`src/sv/pfe_mem.sv`:
```
// Palette store: one write port and one registered read port with enable.
// Standalone; no package dependency.
module pfe_mem #(
  parameter int AW = 7,
  parameter int DW = 24
) (
  input  logic          clk,
  input  logic          we,
  input  logic [AW-1:0] waddr,
  input  logic [DW-1:0] wdata,
  input  logic          re,
  input  logic [AW-1:0] raddr,
  output logic [DW-1:0] rdata
);

  logic [DW-1:0] mem [2**AW];

  // Write port.
  always_ff @(posedge clk) begin
    if (we) begin
      mem[waddr] <= wdata;
    end
  end

  // Read port; data holds while the enable is low.
  always_ff @(posedge clk) begin
    if (re) begin
      rdata <= mem[raddr];
    end
  end

endmodule

```
`config.mk`:
```
export PLATFORM = sky130hd
export DESIGN_NAME = pfe_mem
export DESIGN_NICKNAME = d
export VERILOG_FILES = /design/src/sv/pfe_mem.sv
export SDC_FILE = /design/constraint.sdc
export NUM_CORES = 2
export LEC_CHECK = 0
export ABC_CLOCK_PERIOD_IN_PS = 6800
export BUFFER_PORTS_ARGS = -buffer_cell sky130_fd_sc_hd__buf_2
export CELL_PAD_IN_SITES_DETAIL_PLACEMENT = 1
export CELL_PAD_IN_SITES_GLOBAL_PLACEMENT = 1
export CORE_ASPECT_RATIO = 0.6
export CORE_MARGIN = 3
export CORE_UTILIZATION = 30
export CTS_BUF_LIST = sky130_fd_sc_hd__clkbuf_2
export CTS_CLUSTER_DIAMETER = 30
export DETAILED_ROUTE_END_ITERATION = 8
export HOLD_SLACK_MARGIN = 0.05
export PLACE_DENSITY = 0.47
export RECOVER_POWER = 25
export SLEW_MARGIN = 20
export SYNTH_ARGS = -nofsm -noshare
export SYNTH_HDL_FRONTEND = slang
export SYNTH_SLANG_ARGS = --single-unit
```
`constraint.sdc`:
```
create_clock -name clk -period 6.8 [get_ports clk]
set_clock_uncertainty 0.15 [all_clocks]
set_input_delay 0.34 -clock clk [delete_from_list [all_inputs] [get_ports clk]]
set_output_delay 0.34 -clock clk [all_outputs]
set_load 0.02 [all_outputs]
```
== Yosys cells after proc, flatten, opt, wreduce, memory -nomap -nowiden ==
Memories as Yosys holds them, arrays and structs flattened. A register that Yosys moved wholly into a read port is not among the register bits.
Index checks and enable logic that the tools add are counted.

* Muxes and demuxes: 2

{| class="wikitable"
|+ Operators with widths
! operator !! number
|-
| 1-bit two-way mux || 2
|}

* Register bits after elaboration: 0
* Bits in writable memories: 3,072
* Memories: 1

{| class="wikitable"
|+ Memories
! memory !! words !! bits a word !! rd ports !! clocked after Yosys merged registers in !! wr ports !! RTL line !! RTL
|-
| mem || 128 || 24 || 1 || 1 || 1 || 16 || <nowiki>logic [DW-1:0] mem [2**AW];</nowiki>
|}

== Logic depth before layout (Yosys ltp) ==
* Depth in word-level cells: 2
* Depth in mapped cells: 8
* Mapped depth without buffers: 4

== Worst setup path before layout ==
No wires, ideal clock.

* Path type: input -> register
* Start point: in raddr[0]
* End point: reg rdata[0] (read register of mem) (data pin)
* Setup time: 0.260 ns
* Data arrival time: 2.857 ns
* Required time: 6.390 ns
* Setup slack: 3.534 ns
* Cell stages on the path: 7
* Path buffers: 3
* Cell sequence: clkbuf_1 > buf_2 > clkbuf_1 > mux4_2 > mux4_2 > mux4_2 > mux2_2

{| class="wikitable"
|+ RTL lines
! what !! RTL line !! RTL
|-
| start, declared || 12 || <nowiki>input logic [AW-1:0] raddr,</nowiki>
|-
| end, declared || 13 || <nowiki>output logic [DW-1:0] rdata</nowiki>
|}

== Final worst setup path ==
* Start point: in wdata[23]
* End point: mem mem[113][23] (data pin)

{| class="wikitable"
|+ RTL lines
! what !! RTL line !! RTL
|-
| start, declared || 10 || <nowiki>input logic [DW-1:0] wdata,</nowiki>
|-
| end, declared || 16 ||
|}

Straight into the memory's write port.

==> reports/results.txt <==
Counting instances in the post-synthesis netlist gives the leading cell types as edfxtp_1 (3,096), mux4_2 (1,008), clkbuf_1 (151), nor2_1 (122), buf_2 (60). The number of enable-type register cells in the synthesized netlist is 3,096, and the die area is 400,000 um2. The detailed router put a total of 181,000 um of wire on met1.

Buffers placed on the I/O ports in this run total 64. The TritonCTS sink count came out at 3,096. The count of cells in the finished layout, fillers not included, comes to 11,200. By startpoint and endpoint, the worst setup path is classified as input port to flop. The initial cell density of the core was 30.2%.

The number of flip-flops and latches in the synthesized netlist was 3,096; the number of distinct standard cells referenced by the synthesized netlist was 15. The tools report the area of the core as 389,000 um2. The number of setup buffers added after CTS is 0.

After layout, the design draws a total of 35.8 mW. Placed wire-length estimate: 210,000 um. The number of synthesis warnings came out at 0. Entering global routing, the biggest net connects 89 pins. For the overall track demand over capacity in global routing, the log shows 18.8%. The run gives 0 as the hold violation total from the final report. After detailed routing, the met2 layer carries 163,000 um of wire.

The layout has 37,900 filler cells. CTS built an H-tree with a depth of 6. IR analysis of the VDD net gives a maximum drop of 147 uV. The launching instance or port of the critical path was wdata[23].

The number of antenna violations at the first check in global routing was 79. The path class of the tightest hold or removal check is input port to flop. The proportion of layout cells with a drive suffix above 1 is 42.2%.

A synthesized cell averages 25.9 um2. The die is 491 um tall. The final count of negative-setup-slack endpoints came out at 0. Max-cap violations in this run came to 28.

The tools report the via count of the first global-routing pass as 59,600. The count of mapped cells out of synthesis is 4,538, and the share of flip-flops with an asynchronous set or reset is 0%. The most common cell in the synthesized netlist is edfxtp_1. Compared with the post-synthesis result, the final layout area differs by 14.5%.

In the final timing run, aggregate negative setup slack is 0 ns. TritonCTS built the clock tree. For the global-route wire length before repair, the log shows 518,000 um. The final reports fail on max-capacitance violations, max-slew violations.

Of all nets on the critical path, the largest fanout is 81. The hold path startpoint is raddr[1]. The detailed-route wire length per cell is 34.1 um. The floorplan has 177 rows. The share of the Yosys chip area taken by registers is 79.0%. The clock-pin slew on the worst setup and hold paths is 0.09 ns. Yosys attributes the largest share of cell area to edfxtp_1 (79%), mux4_2 (19%), clkbuf_1 (0.48%), nor2_1 (0.39%), buf_2 (0.26%). After detailed placement, the design holds a cell count of 9,769. After global routing the overflow that remains totals 0.

The sequential cells in the finished layout cover a total of 93,000 um2. Based on the critical path, the design can be clocked at up to 0.188 GHz. In this run, CTS created clock tree buffers numbering 724. The count of final max-slew check failures was 1,673; the ratio of total power to cell area was 266 nW/um2. The later pin in the worst-skew pair is clocked with a latency of 1.94 ns. In this run the horizontal extent of the chip is 814 um. Once the clock tree was built, the resizer swapped 0 gates to a different size.

The tools report the category of the worst setup path launch point as an input port. The total leakage power was 41.6 nW. The number of routed nets with antenna violations is 0. Across all layers, the routed design uses 57,600 vias. Netlist area before placement: 118,000 um2. In the detailed route, the total length drawn on met3 is 33,100 um.

The multi-input combinational cells in the finished layout cover a total of 24,600 um2. Data on the critical path arrives at its endpoint at 6.65 ns. Signal routing reaches up to met5. The iteration-0 DRC count of the detailed router is 7,711, and the minimum clock period after layout is 5.31 ns. After layout, the worst path uses 78.1% of the clock period.

The tools report the endpoint type of the worst setup path as a flop. The slew at the pin with the worst max-slew slack came out at 4.54 ns. The tools report the utilization after layout as 34.6%. During I/O placement, the number of pins put on the boundary was 65.

The run gives 4,579 as the net count after synthesis. The detailed-route DRC error count is 0. In the synthesized netlist the dominant register cell turns out to be edfxtp_1.

The run finished, with violations left. The tools report the maximum buffer depth of the clock tree as 4. Setup repair after global routing left no endpoint under its margin. The tools report the routability congestion estimate as 0.744.

In this run the critical register-to-register path is launched from mem[79][4]. For this run, the detailed router's first-pass iteration total came to 5. Wires add up to 383,000 um. At the worst endpoint, the required time is 8.14 ns. CTS placed an instance of clkbuf_2 at the clock tree root.

The dominant cell type by area after synthesis was edfxtp_1. Of the post-synthesis cell area, the dominant cell type holds 79.0%. The detailed-route vias per instance was 5.13.

The tools report the number of nets in the layout as 5,517. Measured against its own limit, the worst slew margin works out to -203%.
## layout by cell type, fill, tap and decap left out, drive strengths merged, types with 16 or more instances in the layout
cell type / count
dlygate4sd3: 139
buf: 255
edfxtp: 3096
mux2: 24
mux4: 1008
nor2: 122
clkbuf: 1101
inv: 16
diode: 58
clkinv: 167
## report_power, final
group          switching, mW  internal (mW)  leakage, nW
Sequential            0.0540           21.1         27.9
Combinational           1.49          0.841         8.82
Clock                   7.69           4.61         4.91
## repair_timing
item	in CTS	in global routing
hold buffers	169	0
endpoints found under the setup margin	0	0
endpoints found under the hold margin	6192	0
## path summary, 6_finish.rpt
kind,to,slack [ns],depth (start not counted)
worst max-delay path,mem[113][23],1.49,6
worst min-delay path,rdata[16],0.37,5
worst max register to register,rdata[4],1.90,8
worst min register to register,rdata[22],1.07,4
## per-layer routing
| layer | global-route usage, % | vias to the layer above |
|---|---|---|
| li1 | - | 22300 |
| met1 | 29.2 | 32200 |
| met2 | 26.5 | 2594 |
| met3 | 4.92 | 477 |
| met4 | 3.66 | 32 |
| met5 | 0 | - |
## registers in the layout, indices dropped and copies added, names as in the netlist
signal,flops
mem,3072
rdata,24
## metrics by stage
stage | instance area [um2] | hold slack [ns] | worst slack (ns)
after floorplan | 118000 | 0.289 | 3.53
after global placement | 126000 | 0.672 | 2.40
after detailed placement | 126000 | 0.681 | 2.38
after CTS | 135000 | 0.0571 | 1.97
after global routing | 135000 | 0.194 | 1.24
final | 135000 | 0.372 | 1.49
## cells by family after synthesis
family	Yosys count	synth area share, %
buffers and inverters	240	0.836
muxes	1032	19.5
and+or+nand+nor	170	0.593
DFF	3096	79.0
## critical path, cell delays in order
cell and delay (ns):
dlygate4sd3_1 0.53, dlygate4sd3_1 0.54, dlygate4sd3_1 0.56, clkbuf_1 0.25
clkbuf_1 3.06, clkbuf_2 1.24
## layout make-up
class	instances	area share, %
sequential	3096	69.1
timing repair buffer	452	2.95
clock buffer	1043	3.88
clock inverter	202	0.880
antenna	58	0.108
tap	5191	4.82
multi-input combinational	1202	18.3
Power figures use the tool's default switching activity.
