**src/sv/pfe_pkg.sv**
```systemverilog
// Shared types and constants for the palette fade engine.
// Used by the step unit, the top level, the checker and the testbench; depends on nothing.
package pfe_pkg;

  // Channel and field widths fixed by the interface.
  localparam int CH_W   = 8;
  localparam int IDX_W  = 6;
  localparam int RNG_W  = 7;
  localparam int CNT_W  = 5;
  localparam int MODE_W = 3;
  localparam int CMD_W  = 3;

  // Command codes.
  localparam logic [CMD_W-1:0] CMD_WR_CUR = 3'd0;
  localparam logic [CMD_W-1:0] CMD_WR_TGT = 3'd1;
  localparam logic [CMD_W-1:0] CMD_READ   = 3'd2;
  localparam logic [CMD_W-1:0] CMD_START  = 3'd3;
  localparam logic [CMD_W-1:0] CMD_TICK   = 3'd4;
  localparam logic [CMD_W-1:0] CMD_STOP   = 3'd5;

  // Fade mode codes.
  localparam logic [MODE_W-1:0] MODE_NONE      = 3'd0;
  localparam logic [MODE_W-1:0] MODE_FADE_IN   = 3'd1;
  localparam logic [MODE_W-1:0] MODE_FADE_OUT  = 3'd2;
  localparam logic [MODE_W-1:0] MODE_FLASH_IN  = 3'd3;
  localparam logic [MODE_W-1:0] MODE_FLASH_OUT = 3'd4;

  // Configuration register indexes.
  localparam logic [1:0] CFG_START_ENTRY = 2'd0;
  localparam logic [1:0] CFG_LAST_OFFSET = 2'd1;
  localparam logic [1:0] CFG_SECOND_BANK = 2'd2;

  // Color step and limits.
  localparam logic [CH_W-1:0]  STEP_SIZE  = 8'd32;
  localparam logic [CH_W-1:0]  WHITE      = 8'd224;
  localparam logic [IDX_W-1:0] FULL_LAST  = 6'd63;
  localparam logic [IDX_W-1:0] FULL_START = 6'd0;

  typedef struct packed {
    logic [CH_W-1:0] red;
    logic [CH_W-1:0] green;
    logic [CH_W-1:0] blue;
  } rgb_t;

  typedef struct packed {
    logic [CMD_W-1:0]  cmd;
    logic              bank;
    logic [IDX_W-1:0]  entry_index;
    logic [CH_W-1:0]   red_in;
    logic [CH_W-1:0]   green_in;
    logic [CH_W-1:0]   blue_in;
    logic [MODE_W-1:0] fade_mode;
  } in_word_t;

  typedef struct packed {
    logic [CH_W-1:0]   red_out;
    logic [CH_W-1:0]   green_out;
    logic [CH_W-1:0]   blue_out;
    logic              done_res;
    logic [MODE_W-1:0] active_mode;
  } out_word_t;

endpackage

```
**src/sv/pfe_step.sv**
```systemverilog
// Shared step unit: moves one palette entry one step of 32 in one channel.
// Depends on pfe_pkg for the color type, mode codes and step constants.
module pfe_step (
  input  pfe_pkg::rgb_t              cur,
  input  pfe_pkg::rgb_t              tgt,
  input  logic [pfe_pkg::MODE_W-1:0] kind,
  output pfe_pkg::rgb_t              nxt
);

  logic                      c_r, c_g, c_b;
  logic                      up;
  logic                      sel_r, sel_g, sel_b;
  logic [pfe_pkg::CH_W-1:0]  opnd;
  logic [pfe_pkg::CH_W-1:0]  sum;

  // Per-channel conditions and direction for the active fade kind.
  always_comb begin
    c_r = 1'b0;
    c_g = 1'b0;
    c_b = 1'b0;
    up  = 1'b0;
    case (kind)
      pfe_pkg::MODE_FADE_IN: begin
        c_r = tgt.red   > cur.red;
        c_g = tgt.green > cur.green;
        c_b = tgt.blue  > cur.blue;
        up  = 1'b1;
      end
      pfe_pkg::MODE_FLASH_IN: begin
        c_r = tgt.red   < cur.red;
        c_g = tgt.green < cur.green;
        c_b = tgt.blue  < cur.blue;
      end
      pfe_pkg::MODE_FADE_OUT: begin
        c_r = cur.red   != '0;
        c_g = cur.green != '0;
        c_b = cur.blue  != '0;
      end
      pfe_pkg::MODE_FLASH_OUT: begin
        c_r = cur.red   != pfe_pkg::WHITE;
        c_g = cur.green != pfe_pkg::WHITE;
        c_b = cur.blue  != pfe_pkg::WHITE;
        up  = 1'b1;
      end
      default: begin
      end
    endcase
  end

  // Priority: the fade-in kinds look at blue first, the out kinds at red first.
  always_comb begin
    if (kind == pfe_pkg::MODE_FADE_IN || kind == pfe_pkg::MODE_FLASH_IN) begin
      sel_b = c_b;
      sel_g = !c_b && c_g;
      sel_r = !c_b && !c_g && c_r;
    end else begin
      sel_r = c_r;
      sel_g = !c_r && c_g;
      sel_b = !c_r && !c_g && c_b;
    end
  end

  // One adder serves whichever channel was picked; it wraps modulo 256.
  always_comb begin
    if (sel_r) begin
      opnd = cur.red;
    end else if (sel_g) begin
      opnd = cur.green;
    end else begin
      opnd = cur.blue;
    end
    sum = up ? (opnd + pfe_pkg::STEP_SIZE) : (opnd - pfe_pkg::STEP_SIZE);
  end

  always_comb begin
    nxt = cur;
    if (sel_r) begin
      nxt.red = sum;
    end
    if (sel_g) begin
      nxt.green = sum;
    end
    if (sel_b) begin
      nxt.blue = sum;
    end
  end

endmodule

```
**config.mk**
```make
export PLATFORM = sky130hd
export DESIGN_NAME = pfe_step
export DESIGN_NICKNAME = d
export VERILOG_FILES = /design/src/sv/pfe_pkg.sv /design/src/sv/pfe_step.sv
export SDC_FILE = /design/constraint.sdc
export NUM_CORES = 1
export LEC_CHECK = 0
export BUFFER_PORTS_ARGS = -buffer_cell sky130_fd_sc_hd__buf_2
export CAP_MARGIN = 10
export CORE_UTILIZATION = 40
export DETAILED_ROUTE_END_ITERATION = 12
export PLACE_DENSITY = 0.77
export SYNTH_ARGS = -nofsm -noshare
export SYNTH_HDL_FRONTEND = slang
export SYNTH_SLANG_ARGS = --single-unit
```
**constraint.sdc**
```tcl
create_clock -name vclk -period 3.1
set_input_delay 0.31 -clock vclk [all_inputs]
set_output_delay 0.31 -clock vclk [all_outputs]
set_load 0.03 [all_outputs]
```
==> After elaboration in Yosys (flattened, before gate mapping) <==
Cells that the tools add are included.
{ "word_totals": {"output_inout_bits": 24, "latch_bits": 0, "inputBits": 51, "romBits": 0, "n_memories": 0, "ff_bits": 0, "ramBits": 0, "word_cells": 42} }
{ "classes": {"div_mod_pow": 0, "n_reduce_logical": 14, "n_eq_ne": 7, "muxes": 13, "magnitude_cmp": 6, "n_mul": 0, "shifts": 0, "n_bitwise": 0, "add_sub_neg": 2} }
{ "op_table": {"columns": ["cell", "count"], "rows": [
  ["$mux 8", 6],
  ["$gt 8x8->1", 3],
  ["$lt 8x8->1", 3],
  ["$ne 8x8->1 const B", 3],
  ["$reduce_bool 8->1", 3],
  ["$pmux 1 s4", 3],
  ["$add 8x6->8 const B", 1],
  ["$sub 8x6->8 const B", 1],
  ["$eq 3x2->1 const B", 2],
  ["$logic_and 1x1->1", 6],
  ["$mux 1", 4],
  ["$eq 3x1->1 const B", 1],
  ["$eq 3x3->1 const B", 1],
  ["$logic_not 1->1", 3],
  ["$reduce_or 2->1", 1],
  ["$logic_or 1x1->1", 1]
]} }

==> Logic depth before layout (Yosys ltp) <==
{ "logic_depth": {"depth_word": 10, "mapped_depth": 14} }

==> Worst setup path before layout <==
Ideal clock, no wire load.
{ "synth_timing": {"path_kind": "input -> output", "from": "in cur[17] (netlist bit)", "to": "out nxt[7] (netlist bit)", "path_stages": 13, "path_buffers": 0, "required_time_ns": 2.790, "arrival_time_ns": 3.319, "slack_ns": -0.529, "cell_sequence": "inv_1 ha_1 nor2b_1 o211ai_1 a21oi_1 a2111oi_0 mux2i_1 a31oi_4 mux2i_1 fa_1 xnor2_1 o21bai_1 xnor2_1"} }
{ "synth_rtl": {"columns": ["item", "line_no", "text"], "rows": [
  ["start: declaration", "pfe_step.sv:4", "input pfe_pkg::rgb_t cur,"],
  ["end: declaration", "pfe_step.sv:7", "output pfe_pkg::rgb_t nxt"]
]} }

==> impl_summary.log <==
[metrics] design area: between 2000 and 2500 um2
[metrics] number of remaining DRC errors: 0
[metrics] fraction of final layout cells sized beyond drive strength 1: approximately 60%
[metrics] Cell Area, Placed: roughly 1900 um2
[metrics] quantity of hold-fixing buffers added after cts: 0
[metrics] number of global-route vias before repair: 1367
[metrics] count of routing violations after the opening detailed-route iteration: 20
[metrics] count of clock-net buffers in the final layout: 0
[metrics] startpoint types: input port
[metrics] starting density of the core: a little over two fifths
[metrics] critical path required time: 2790 ps
[metrics] Final Hold Fails: 0
[metrics] number of nets still failing antenna checks after routing: 0
[metrics] Leakage: 0.00107 uW
[metrics] worst-case hold slack: between 800 and 900 ps
[metrics] non-filler instance count after layout: roughly 290
[metrics] final worst slack: -572 ps
[metrics] Sequential Area: 0 um2
[metrics] maximum ir drop on the vdd rail: 0.195 mV
[metrics] RSZ-0062 raised after global routing: yes
[metrics] min Tclk post-route: about 3700 ps
[metrics] DR vias: ~1.5k
[metrics] total of warnings raised by yosys: 0
[metrics] die extent in y: roughly 55 um
[metrics] count of sequential standard cells: 0
[metrics] internal cell power: ~200 uW
[metrics] Std-Cell Rows: 18
[metrics] Global Route Usage Sum: between 20% and 30%
[metrics] CP max stage delay: between 400 and 500 ps
[metrics] kind of critical path: input port to output pin
[metrics] final number of max-transition violations: 0
[metrics] Sequential Power Share: 0%
[metrics] Cells after DPL: approximately 280
[metrics] total grt overflow: 0
[metrics] placeable core area: between 2000 and 3000 um2
[metrics] final period utilization: 118%
[metrics] net switching power of the design: ~220 uW
[metrics] instance count of the mapped netlist: approximately 150
[metrics] max-cap viol count: 0
[metrics] crit path max-delay cell type: sky130_fd_sc_hd__fa_2
[metrics] total detailed-routing wirelength: between 3000 and 4000 um
[metrics] element type at the critical path end: output pin
[metrics] number of top-level pins: 75
[metrics] setup violation total in the final timing report: 6
[metrics] relative contribution of combinational cells to total power: 100.0%
[metrics] placed wire-length estimate: roughly 3000 um
[metrics] failing checks: setup timing
[metrics] Max FO, Critical Path: 3
[metrics] number of diodes: 0
[metrics] transition time of the tightest slew-check pin: between 500 and 600 ps
[metrics] Tightest Hold Check Type: input port to output pin
[metrics] width of the die: approximately 55 um
[metrics] number of antenna violations at the first check in global routing: 0
[metrics] total power per unit cell area: between 200 and 250 nW/um2
[metrics] average wire per cell in the routed design: roughly 12 um
[metrics] result of the run: finished with violations
[metrics] Final Wtd Congestion: approximately 0.85
[metrics] Nets: about 340
[metrics] clock network fraction of total power: 0%
[metrics] Max-Slew Margin vs Limit: a little over three fifths
[metrics] timing-limited maximum frequency: about 270 MHz
[metrics] number of fill cells: 181
[metrics] synthesized area divided by synthesized cell count: roughly 7.2 um2
[metrics] switching power as a share of total power: ~52%
[metrics] pin count of the biggest net entering global routing: 5
[metrics] Finished Core Util: roughly four fifths
[metrics] data arrival time of the worst path: roughly 3400 ps
[metrics] Netlist Area Pre-Place: between 1000 and 1500 um2
[metrics] net count of the mapped netlist: 230
[metrics] count of input and output buffers: between 70 and 80
[metrics] Layout area overhead: 82.8%
[metrics] first-pass GRT wire length: 5300 um
[metrics] critical path cell sequence: buf_2 > inv_1 > ha_1 > a21oi_2 > o21ai_1 > or2_4 > a211oi_4 > nor3_4 > mux2i_1 > mux2i_1 > fa_2 > xnor2_4 > nor2b_4 > xnor2_4 > buf_6
[metrics] routed vias/inst: roughly 5
[metrics] Fin Setup TNS: -2570 ps
[metrics] Distinct cells, synth: slightly above 40
[metrics] sequential-to-total area share from yosys stat: 0%
[metrics] area of the die: around 3000 um2
[metrics] First-pass DRT Iterations: 4
## cell usage in the layout (no fill, tap or decap), types with 5 or more instances in the layout
cell,synthesis,final
sky130_fd_sc_hd__nand4_1,7,7
sky130_fd_sc_hd__buf_2,0,66
sky130_fd_sc_hd__nand2_1,7,6
sky130_fd_sc_hd__inv_1,22,21
sky130_fd_sc_hd__a21oi_2,0,5
sky130_fd_sc_hd__buf_6,0,8
sky130_fd_sc_hd__ha_1,24,20
sky130_fd_sc_hd__nor2_1,6,6
sky130_fd_sc_hd__buf_4,0,44
sky130_fd_sc_hd__a21oi_1,12,7
sky130_fd_sc_hd__mux2i_1,6,6
## power groups by stage
stage | clock network [uW] | registers (uW) | logic, uW
after floorplan | 0 | 0 | 224
after global placement | 0 | 0 | 352
after detailed placement | 0 | 0 | 359
after CTS | 0 | 0 | 390
after global routing | 0 | 0 | 455
final | 0 | 0 | 421
## metrics by stage
stage | setup slack (ps) | power, uW
finish | -572 | 421
global route | -654 | 455
CTS | -388 | 390
detailed placement | -511 | 359
global placement | -470 | 352
floorplan | -221 | 224
## cells in the mapped netlist (2+ instances only)
cell                       count  area share [%]
sky130_fd_sc_hd__nor3_1        4             1.8
sky130_fd_sc_hd__nand4_1       7             3.9
sky130_fd_sc_hd__inv_1        22             7.4
sky130_fd_sc_hd__inv_2         4             1.3
sky130_fd_sc_hd__clkbuf_1     14             4.7
sky130_fd_sc_hd__nor2b_1       3             1.7
sky130_fd_sc_hd__a311oi_1      2             1.6
sky130_fd_sc_hd__ha_1         24              27
sky130_fd_sc_hd__mux2i_1       6             5.4
sky130_fd_sc_hd__nor2_1        6             2.0
sky130_fd_sc_hd__a21oi_1      12             5.4
sky130_fd_sc_hd__o21ai_0       2            0.90
sky130_fd_sc_hd__o211ai_1      3             2.0
sky130_fd_sc_hd__nor4_2        2             2.2
sky130_fd_sc_hd__nand2_1       7             2.4
sky130_fd_sc_hd__nand3_1       3             1.3
sky130_fd_sc_hd__xnor2_1       7             5.5
sky130_fd_sc_hd__o21ai_1       3             1.3
## worst paths after layout
kind | start | end | slack [ps] | cells past startpoint
min | cur[18] | nxt[18] | 890 | 2
max | cur[13] | nxt[23] | -570 | 15
## per-layer routing
| metal | global-route usage [%] | vias up | share of wire, % |
|---|---|---|---|
| met5 | 0 | - | 0 |
| met2 | 46.8 | 53 | 54 |
| met1 | 27.2 | 673 | 41 |
| li1 | - | 745 | - |
| met3 | 1.67 | 2 | 5.1 |
| met4 | 2.14 | 0 | 0.50 |
## layout make-up
type / count / area (um2) / share of cell area [%]
Multi-Input combinational cell: 113 / 1140 / 55.8
Timing Repair Buffer: 118 / 751 / 36.8
Inverter: 26 / 113 / 5.52
Tap cell: 30 / 37.5 / 1.84
## kinds of logic after synthesis
| group | Yosys count | synth area share (%) |
|---|---|---|
| AOI/OAI and AO/OA | 30 | 19.3 |
| xor gates and xnor gates | 7 | 5.50 |
| adders and majority gates | 25 | 28.7 |
| buffers and inverters | 41 | 14.4 |
| muxes | 6 | 5.39 |
| and+or+nand+nor | 45 | 26.7 |
## critical path, delay by kind of cell
kind / cells / cell delay (ps)
compound gates: 3 / 640
xor+xnor: 2 / 340
fa+ha+maj: 2 / 770
buf+inv: 3 / 310
mux: 2 / 420
simple gates: 3 / 580
## timing repair
action / in CTS / in global routing
pin swaps: 10 / 10
setup buffers: 2 / 2
resized for setup: 21 / 10
endpoints found under the setup margin: 6 / 6
Power figures use the tool's default switching activity.
